--- config.mk ---
export PLATFORM = sky130hd
export DESIGN_NAME = datt_queue
export DESIGN_NICKNAME = d
export VERILOG_FILES = /design/src/hdl/datt_pkg.sv /design/src/hdl/datt_queue.sv
export SDC_FILE = /design/constraint.sdc
export NUM_CORES = 1
export LEC_CHECK = 0
export BUFFER_PORTS_ARGS = -buffer_cell sky130_fd_sc_hd__buf_2
export CAP_MARGIN = 40
export CELL_PAD_IN_SITES_DETAIL_PLACEMENT = 0
export CELL_PAD_IN_SITES_GLOBAL_PLACEMENT = 1
export CORE_ASPECT_RATIO = 1.75
export CORE_MARGIN = 5
export CORE_UTILIZATION = 40
export DETAILED_ROUTE_END_ITERATION = 8
export PLACE_DENSITY = 0.77
export SLEW_MARGIN = 20
export SYNTH_ARGS = -nofsm -noshare
export SYNTH_HDL_FRONTEND = slang
export SYNTH_SLANG_ARGS = --single-unit
--- constraint.sdc ---
create_clock -name clk -period 4.15 [get_ports clk]
set_input_delay 1.245 -clock clk [delete_from_list [all_inputs] [get_ports clk]]
set_output_delay 1.245 -clock clk [all_outputs]
set_load 0.05 [all_outputs]
--- src/hdl/datt_pkg.sv ---
// shared types and constants for the delivery ack timeout tracker
`default_nettype none

package datt_pkg;

    localparam int SEQ_W = 32;
    localparam int TIME_W = 32;
    localparam int KIND_W = 2;

    localparam logic [TIME_W-1:0] TIMEOUT_RESET = 32'd1000;

    localparam logic [KIND_W-1:0] KIND_SENT      = 2'd0;
    localparam logic [KIND_W-1:0] KIND_DELIVERED = 2'd1;
    localparam logic [KIND_W-1:0] KIND_LOST      = 2'd2;

    typedef enum logic [1:0] {
        OP_SEND  = 2'd0,
        OP_ACK   = 2'd1,
        OP_TICK  = 2'd2,
        OP_CLEAR = 2'd3
    } op_t;

    // command word passed from front end to back end
    typedef struct packed {
        op_t               op;
        logic [SEQ_W-1:0]  value;
        logic [TIME_W-1:0] stamp;
    } cmd_t;

    typedef struct packed {
        logic full;
        logic empty;
    } q_status_t;

endpackage

`default_nettype wire

--- src/hdl/datt_queue.sv ---
// two-entry command queue between front end and back end
`default_nettype none

module datt_queue
    import datt_pkg::*;
(
    input  wire logic clk,
    input  wire logic rst_n,
    input  wire logic push,
    input  wire cmd_t push_cmd,
    input  wire logic pop,
    output cmd_t      pop_cmd,
    output q_status_t status
);

    cmd_t       mem [2];
    logic       wr_ptr_reg;
    logic       rd_ptr_reg;
    logic [1:0] count_reg;

    assign status.full  = (count_reg == 2'd2);
    assign status.empty = (count_reg == 2'd0);
    assign pop_cmd      = mem[rd_ptr_reg];

    always_ff @(posedge clk)
    begin
        if (push)
        begin
            mem[wr_ptr_reg] <= push_cmd;
        end
    end

    always_ff @(posedge clk or negedge rst_n)
    begin
        if (!rst_n)
        begin
            wr_ptr_reg <= 1'b0;
            rd_ptr_reg <= 1'b0;
            count_reg  <= '0;
        end
        else
        begin
            if (push)
            begin
                wr_ptr_reg <= ~wr_ptr_reg;
            end
            if (pop)
            begin
                rd_ptr_reg <= ~rd_ptr_reg;
            end
            count_reg <= count_reg + {1'b0, push} - {1'b0, pop};
        end
    end

    assert property (@(posedge clk) disable iff (!rst_n) push |-> !status.full)
        else $error("push into full queue");
    assert property (@(posedge clk) disable iff (!rst_n) pop |-> !status.empty)
        else $error("pop from empty queue");

endmodule

`default_nettype wire

==> flow_summary.yaml <==
power_and_ir_drop:
  p_clk_share_pct: 27.0
  ir_drop_v: 0.000394
  power.density_nw_per_um2: 844
  seqPwrFrac_pct: 35.2
  power.switching_mw: 2.14
  p_leak_nw: 2.59
  intPower_mw: 3.43
  p_sw_share_pct: 38.5
  power_frac_comb_pct: 37.8
clock_tree:
  cts_resized: 0
  clock-root-buffer: "clkbuf_16"
  holdBufCountCts: 0
  htreeDepth: 4
  clock_path_buffers: 2
  cts_tree: "yes"
  clk_pin_slew_ns: 0.05
  worstSkewPairLatency_ns: 0.41
  cts.sinks: 136
  cts_setup_buffers: 0
  cts_buffers: 17
place:
  dp_slack_ns: 1.22
  portBuffers: 137
  gp_congestion: 0.758
  placed_cells: 522
  dpl_cell_area_um2: 5990
  hpwl_um: 6680
routing:
  wl_um: 9590
  num_vias: 2522
  drt.antenna.violating_nets: 0
  first_iter_violations: 93
  wl_met3_um: 581
  drc: 0
  top_layer_used: "met5"
  first_pass_iters: 4
  post_drt_wl_per_cell_um: 17.3
  via_per_inst: 4.55
  routed-wl-met2_um: 5670
  wl_met1_um: 3140
critical_path:
  cp.arrival_ns: 2.07
  cp-start-kind: "flop"
  slowest_stage: "dfrtp_4"
  slowest_delay_ns: 0.74
  end_kind: "output pin"
  path_delay_family: "flip-flops"
  ff2ff_setup_slack_ns: 2.59
  crit_type: "reg -> out"
  cp.required_ns: 2.90
  crit_chain: "buf_12, mux2_2, buf_2"
  crit_buf_inv: 2
  crit_path_max_fanout: 37
run:
  max_cap_viol_count: 0
synthesis:
  netlist_instances: 220
  yosysSeqAreaShare_pct: 80.1
  synth.net_count: 292
  postSynthAreaPerCell_um2: 23.1
  synthDistinctLibCells: 14
  synth-seq-cells: 136
  syn-cell-area_um2: 5070
  ys_warn_count: 0
global_route:
  grt_overflow: 0
  grt_use_total_pct: 13.2
  grt_max_degree: 38
  grt_pass1_wl_um: 14600
  grt_pass1_vias: 2819
  antenna_found_initial: 2
cells_and_area:
  largest_reg_flops: 132
  mostFrequentLayoutCells: "buf_2, edfxtp_1, mux2_2"
  nets: 445
  design_area_um2: 6600
  final_cells: 554
  area_growth_pct: 30.0
  final_common_cell: "buf_2"
  fillers: 1060
  n_antenna_cell: 0
  layout-drive-gt1-share_pct: 62.2
sta:
  period_needed_ns: 3.31
  tightestPinTransition_ns: 0.489
  whs_ns: 0.559
  rsz0062_at_grt: "no"
  fmax_mhz: 302
  fin_tns_setup_ns: 0
  maxSlewHeadroom_pct: 67.4
  hold_viol: 0
  finalSetupViolations: 0
  clock_skew_ns: 0.00520
  drv_slew: 0
  fin_ws_ns: 0.836
  post-route-period-util_pct: 79.8
floorplanning:
  ios: 138
  initial_core_util_pct: 40.8
  fp.dieH_um: 159
  core_um2: 12400
  die_area_um2: 15100
  die_x_um: 95.1
  rows: 54
run_status:
  status: "complete, no violations"
hold_path:
  hp-class: "reg -> reg"
per-stage QoR:
stage,total power [mW],util [%]
finish,5.57,53.0
global route,5.79,53.0
CTS,5.65,53.0
detailed placement,4.14,48.2
global placement,4.08,47.9
floorplan,3.68,-
layer usage:
metal / global-route usage, % / up-vias
met2: 24.3 / 76
met3: 4.16 / 20
met5: 0 / -
met1: 12.5 / 1241
li1: - / 1181
met4: 6.64 / 4
cells in the mapped netlist:
| master | count | area, um^2 |
|---|---|---|
| buf_4 | 1 | 7.51 |
| mux2_4 | 30 | 450 |
| nor2b_1 | 2 | 12.5 |
| buf_2 | 3 | 15.0 |
| ha_1 | 2 | 25.0 |
| xor2_1 | 2 | 17.5 |
| and2_1 | 1 | 6.26 |
| dfrtp_1 | 4 | 100 |
| xor3_1 | 1 | 23.8 |
| inv_1 | 2 | 7.51 |
| edfxtp_1 | 132 | 3960 |
| nor2_1 | 1 | 3.75 |
| mux2_2 | 36 | 405 |
| buf_6 | 3 | 33.8 |
power groups by stage:
stage | Sequential [mW] | Combinational (mW) | Clock (mW)
6_report | 1.96 | 2.10 | 1.50
5_1_grt | 1.99 | 2.20 | 1.60
4_1_cts | 1.97 | 2.15 | 1.54
3_5_place_dp | 2.00 | 2.14 | 0
3_3_place_gp | 1.99 | 2.10 | 0
2_1_floorplan | 1.91 | 1.77 | 0
final cells by class:
type	count	area, um^2	share of cell area [%]
inverters	2	7.51	0.114
repair buffers	141	753	11.4
multi-input cells	75	955	14.5
clock inverters	14	173	2.62
clock buffers	18	429	6.51
flip-flops and latches	136	4070	61.7
well taps	168	210	3.19
worst reg2reg max path, cell delays in order (launching register included):
cell     delay (ns)
dfrtp_1        0.43
nor2b_4        0.12
buf_4          0.40
buf_12         0.29
worst paths after layout:
path / depth (start not counted) / end / from
max in group asynchronous: 1 / rd_ptr_reg / rst_n
setup reg to reg: 3 / mem[0][1] / wr_ptr_reg
hold / removal: 1 / wr_ptr_reg / wr_ptr_reg
hold reg to reg: 1 / wr_ptr_reg / wr_ptr_reg
setup / recovery: 3 / pop_cmd[19] / rd_ptr_reg
min in group asynchronous: 1 / count_reg[0] / rst_n
logic make-up (layout without fill, tap and decap cells):
logic type | count (synthesis) | in the layout | synth area share [%]
buffers and inverters | 9 | 175 | 1.26
adder cells (fa/ha/maj) | 2 | 2 | 0.493
flip-flops | 136 | 136 | 80.1
multiplexers | 66 | 66 | 16.9
XOR/XNOR | 3 | 3 | 0.814
AND/OR/NAND/NOR | 4 | 4 | 0.444
Power figures use the tool's default switching activity.
