--- config.mk ---
export PLATFORM = sky130hd
export DESIGN_NAME = datt_front
export DESIGN_NICKNAME = d
export VERILOG_FILES = /design/src/hdl/datt_pkg.sv /design/src/hdl/datt_front.sv
export SDC_FILE = /design/constraint.sdc
export NUM_CORES = 1
export LEC_CHECK = 0
export BUFFER_PORTS_ARGS = -buffer_cell sky130_fd_sc_hd__buf_4
export CELL_PAD_IN_SITES_DETAIL_PLACEMENT = 0
export CELL_PAD_IN_SITES_GLOBAL_PLACEMENT = 1
export CORE_MARGIN = 2
export CORE_UTILIZATION = 43
export DETAILED_ROUTE_END_ITERATION = 7
export GPL_ROUTABILITY_DRIVEN = 0
export PLACE_DENSITY = 0.87
export SLEW_MARGIN = 20
export SYNTH_ARGS = -nofsm -noshare
export SYNTH_HDL_FRONTEND = slang
export SYNTH_SLANG_ARGS = --single-unit
--- constraint.sdc ---
create_clock -name clk -period 5.9 [get_ports clk]
set_clock_uncertainty 0.2 [all_clocks]
set_input_delay 1.18 -clock clk [delete_from_list [all_inputs] [get_ports clk]]
set_output_delay 1.18 -clock clk [all_outputs]
set_load 0.01 [all_outputs]
--- src/hdl/datt_pkg.sv ---
// shared types and constants for the delivery ack timeout tracker
`default_nettype none

package datt_pkg;

    localparam int SEQ_W = 32;
    localparam int TIME_W = 32;
    localparam int KIND_W = 2;

    localparam logic [TIME_W-1:0] TIMEOUT_RESET = 32'd1000;

    localparam logic [KIND_W-1:0] KIND_SENT      = 2'd0;
    localparam logic [KIND_W-1:0] KIND_DELIVERED = 2'd1;
    localparam logic [KIND_W-1:0] KIND_LOST      = 2'd2;

    typedef enum logic [1:0] {
        OP_SEND  = 2'd0,
        OP_ACK   = 2'd1,
        OP_TICK  = 2'd2,
        OP_CLEAR = 2'd3
    } op_t;

    // command word passed from front end to back end
    typedef struct packed {
        op_t               op;
        logic [SEQ_W-1:0]  value;
        logic [TIME_W-1:0] stamp;
    } cmd_t;

    typedef struct packed {
        logic full;
        logic empty;
    } q_status_t;

endpackage

`default_nettype wire

--- src/hdl/datt_front.sv ---
// front end: accepts words, assigns sequence numbers and tick stamps
`default_nettype none

module datt_front
    import datt_pkg::*;
(
    input  wire logic             clk,
    input  wire logic             rst_n,
    input  wire logic             start,
    input  wire logic [1:0]       mode,
    input  wire logic [SEQ_W-1:0] ack_seq,
    input  wire q_status_t        q_status,
    output logic                  busy,
    output logic                  push,
    output cmd_t                  push_cmd
);

    logic [SEQ_W-1:0]  next_seq_reg;
    logic [SEQ_W-1:0]  next_seq_next;
    logic [TIME_W-1:0] now_reg;
    logic [TIME_W-1:0] now_next;
    op_t               op;

    assign busy = q_status.full;
    assign push = start && !q_status.full;
    assign op   = op_t'(mode);

    always_comb
    begin
        next_seq_next  = next_seq_reg;
        now_next       = now_reg;
        push_cmd.op    = op;
        push_cmd.value = ack_seq;
        push_cmd.stamp = now_reg;
        case (op)
            OP_SEND:
            begin
                push_cmd.value = next_seq_reg;
                if (push)
                begin
                    next_seq_next = next_seq_reg + 1'b1;
                end
            end
            OP_TICK:
            begin
                push_cmd.stamp = now_reg + 1'b1;
                if (push)
                begin
                    now_next = now_reg + 1'b1;
                end
            end
            default:
            begin
            end
        endcase
    end

    always_ff @(posedge clk or negedge rst_n)
    begin
        if (!rst_n)
        begin
            next_seq_reg <= '0;
            now_reg      <= '0;
        end
        else
        begin
            next_seq_reg <= next_seq_next;
            now_reg      <= now_next;
        end
    end

endmodule

`default_nettype wire

==> out/results.tsv <==
stage	metric	value	unit
status	status	finished clean	
logic_synthesis	main combinational cell family by area after synthesis	simple AND/OR/NAND/NOR gates	
logic_synthesis	syn_area_per_cell	9.938	µm²
global_routing	total congestion overflow	0	
clocking	CTS resizes	0	
drt	Via density	5.404	
worst_setup_path	Arrival @ worst endpoint	2770	ps
worst_setup_path	Req. time, crit path	4520	ps
worst_setup_path	reg2reg path depth	5	
sta	unrepaired setup endpoints after global routing	false	
floorplan	area of the die	10030	µm²
logic_synthesis	mux share of post-synthesis cell area	0.09348	
clocking	CTS Hold Bufs	0	
worst_setup_path	flop2flop setup slack	3530	ps
place	number of port buffers	105	
sta	Tmin final	4147	ps
drt	drt initial violations	77	
drt	drt first pass iters	4	
global_routing	vias in the first global route	3104	
drt	DRC	0	
sta	setup violators final	0	
logic_synthesis	synthesized area	3975	µm²
logic_synthesis	Synth Area in Adders	0.006295	
drt	total number of vias	3291	
logic_synthesis	Seq/Total Area, Yosys	0.4029	
clocking	CTS Buffer Depth	2	
logic_synthesis	FF+latch count, synth	64	
worst_setup_path	nature of the critical path endpoint	primary output	
clocking	Worst-path clk slew	70	ps
pwr	Pwr Total	1.200	mW
floorplan	I/O pin cnt	107	
logic_synthesis	most frequent cell after synthesis	xnor2_1	
final_layout	final core occ	0.5554	
hold_path	HP Start	now_reg[31]	
logic_synthesis	asr flop ratio synth	1.000	
sta	Final Hold Fails	0	
pwr	P per Cell Area	237.2	nW/µm²
logic_synthesis	Netlist cell types	30	
clocking	CTS Sinks	64	
clocking	later-pin clock latency in the skew report	350	ps
floorplan	initial core utilization	0.4364	
logic_synthesis	EDFF count, synth	0	
drt	Routed WL	8905	µm
place	hpwl dp	6452	µm
global_routing	met3 usage	0.03830	
worst_setup_path	critical path class	primary input to primary output	
pwr	maximum vdd ir drop	135.8	µV
clocking	Root Buffer	clkbuf_8	
worst_setup_path	reg2reg start	now_reg[0]	
final_layout	Area growth, synth to finish	27.26	%
global_routing	first-pass GRT wire length	14990	µm
sta	Max Fclk	241.1	MHz
clocking	CTS tree	built	
final_layout	proportion of layout cells with a drive suffix above 1	0.3273	
global_routing	largest net degree at the start of global routing	65	
drt	Post-DRT Antenna Nets	0	
drt	wire per inst	14.62	µm
final_layout	fill cell count	812	
worst_setup_path	CP startpoint kind	primary input	
clocking	CTS Buf Count	9	
global_routing	met1 usage	0.2481	
global_routing	GR Util met2	0.2953	
global_routing	GRT Max-Usage Layer	met2	
clocking	post-CTS setup buffer count	0	
pwr	leakage power	2.276	nW
sta	Final Max Slew Viols	0	
floorplan	FP Rows	35	
worst_setup_path	crit-path max FO	9	
clocking	# H-tree levels	3	
hold_path	hold endpoint	now_reg[31]	
sta	sum of negative setup slack	0	ps
logic_synthesis	Top FF cell, synth	dfrtp_1	
floorplan	Core Area	9109	µm²
logic_synthesis	Area contributors post-synth	dfrtp_1 (40%), xnor2_1 (18%), mux2_2 (9.3%), nand4_1 (5.5%), nand3_1 (5.0%)	
worst_setup_path	RR Endpoint	now_reg[30]	
logic_synthesis	Mapped Cells	400	
final_layout	nets@finish	534	
logic_synthesis	Post-synth top cells	xnor2_1 (81), dfrtp_1 (64), nand3_1 (40)	
logic_synthesis	complex-gate fraction of the synthesized area	0	
logic_synthesis	area share of the leading cell type in the synthesized netlist	0.4029	
logic_synthesis	Synth area leader	dfrtp_1	
sta	fin crit share	0.7030	
sta	Max-slew headroom	0.4267	
flow_run	Max Cap Viol	0	
logic_synthesis	Synth Area in XOR/XNOR	0.2049	
sta	worst-margin pin slew	852.1	ps
floorplan	Die Ht	100.1	µm
logic_synthesis	Syn. warnings	0	
logic_synthesis	Synth Net Count	441	
logic_synthesis	simple-gate portion of the synthesized area	0.2575	
final_layout	Antenna diodes	0	
hold_path	Hold Path Class	flip-flop to flip-flop	
global_routing	initial antenna violation count	0	
global_routing	GRT Resource Usage Total	0.1857	
hold_path	hold path depth	1	
floorplan	Die Span X	100.1	µm
## per-layer routing
layer	part of all wire	routed length, µm
met1	0.44	3924
met2	0.49	4319
met3	0.052	464
met4	0.022	196
met5	0	0
## worst max-delay path, stage by stage
cell      delay [ps]
buf_4            130
nand2b_1         320
nor4_4           560
nand4_1          180
xnor2_1          230
buf_4            160
## power breakdown
group / internal [mW] / switching, mW
combinational: 0.105 / 0.0829
clock: 0.325 / 0.187
sequential: 0.464 / 0.0357
## kinds of logic after synthesis
| group | after synthesis |
|---|---|
| AND/OR/NAND/NOR | 179 |
| XOR/XNOR | 93 |
| flip-flops | 64 |
| multiplexers | 33 |
| buffers and inverters | 29 |
| adder cells (fa/ha/maj) | 2 |
## metrics by stage
stage	hold slack [ps]	cells	worst slack [ps]	instance area (µm²)
floorplan	240.1	400	2146	3975
global placement	279.8	593	1756	4792
detailed placement	283.6	593	1753	4792
CTS	297.9	609	1754	5059
global route	311.3	609	1598	5059
finish	297.1	609	1753	5059
## final cells by class
cell class	instances	area, µm²	share of cell area
Tap cell	111	138.9	0.02745
Inverter	5	18.77	0.003710
Timing Repair Buffer	106	795.8	0.1573
Clock buffer	9	123.9	0.02449
Clock inverter	7	142.6	0.02820
Sequential cell	64	1602	0.3166
Multi-Input combinational cell	307	2237	0.4422
## cells in the final DEF (no fill, tap or decap), types with 4 or more instances in the layout
cell       count
inv_1          5
and3_1        16
nand4_1       35
nor3_1        11
bufinv_16      4
clkbuf_8       9
xnor2_1       81
xor2_1        12
buf_4        106
nor2_1        13
and2_1         4
nand2_1       34
nor4_1         5
mux2_2        33
dfrtp_1       64
and4_1         5
nand3_1       40
## worst max path at each step
stage	from	endpoint	slack, ps
finish	mode[0]	push_cmd[22]	1750
global route	mode[0]	push_cmd[22]	1600
CTS	mode[0]	push_cmd[9]	1750
detailed placement	mode[0]	push_cmd[9]	1750
global placement	mode[0]	push_cmd[22]	1760
floorplan	mode[0]	push_cmd[21]	2150
Power figures use the tool's default switching activity.
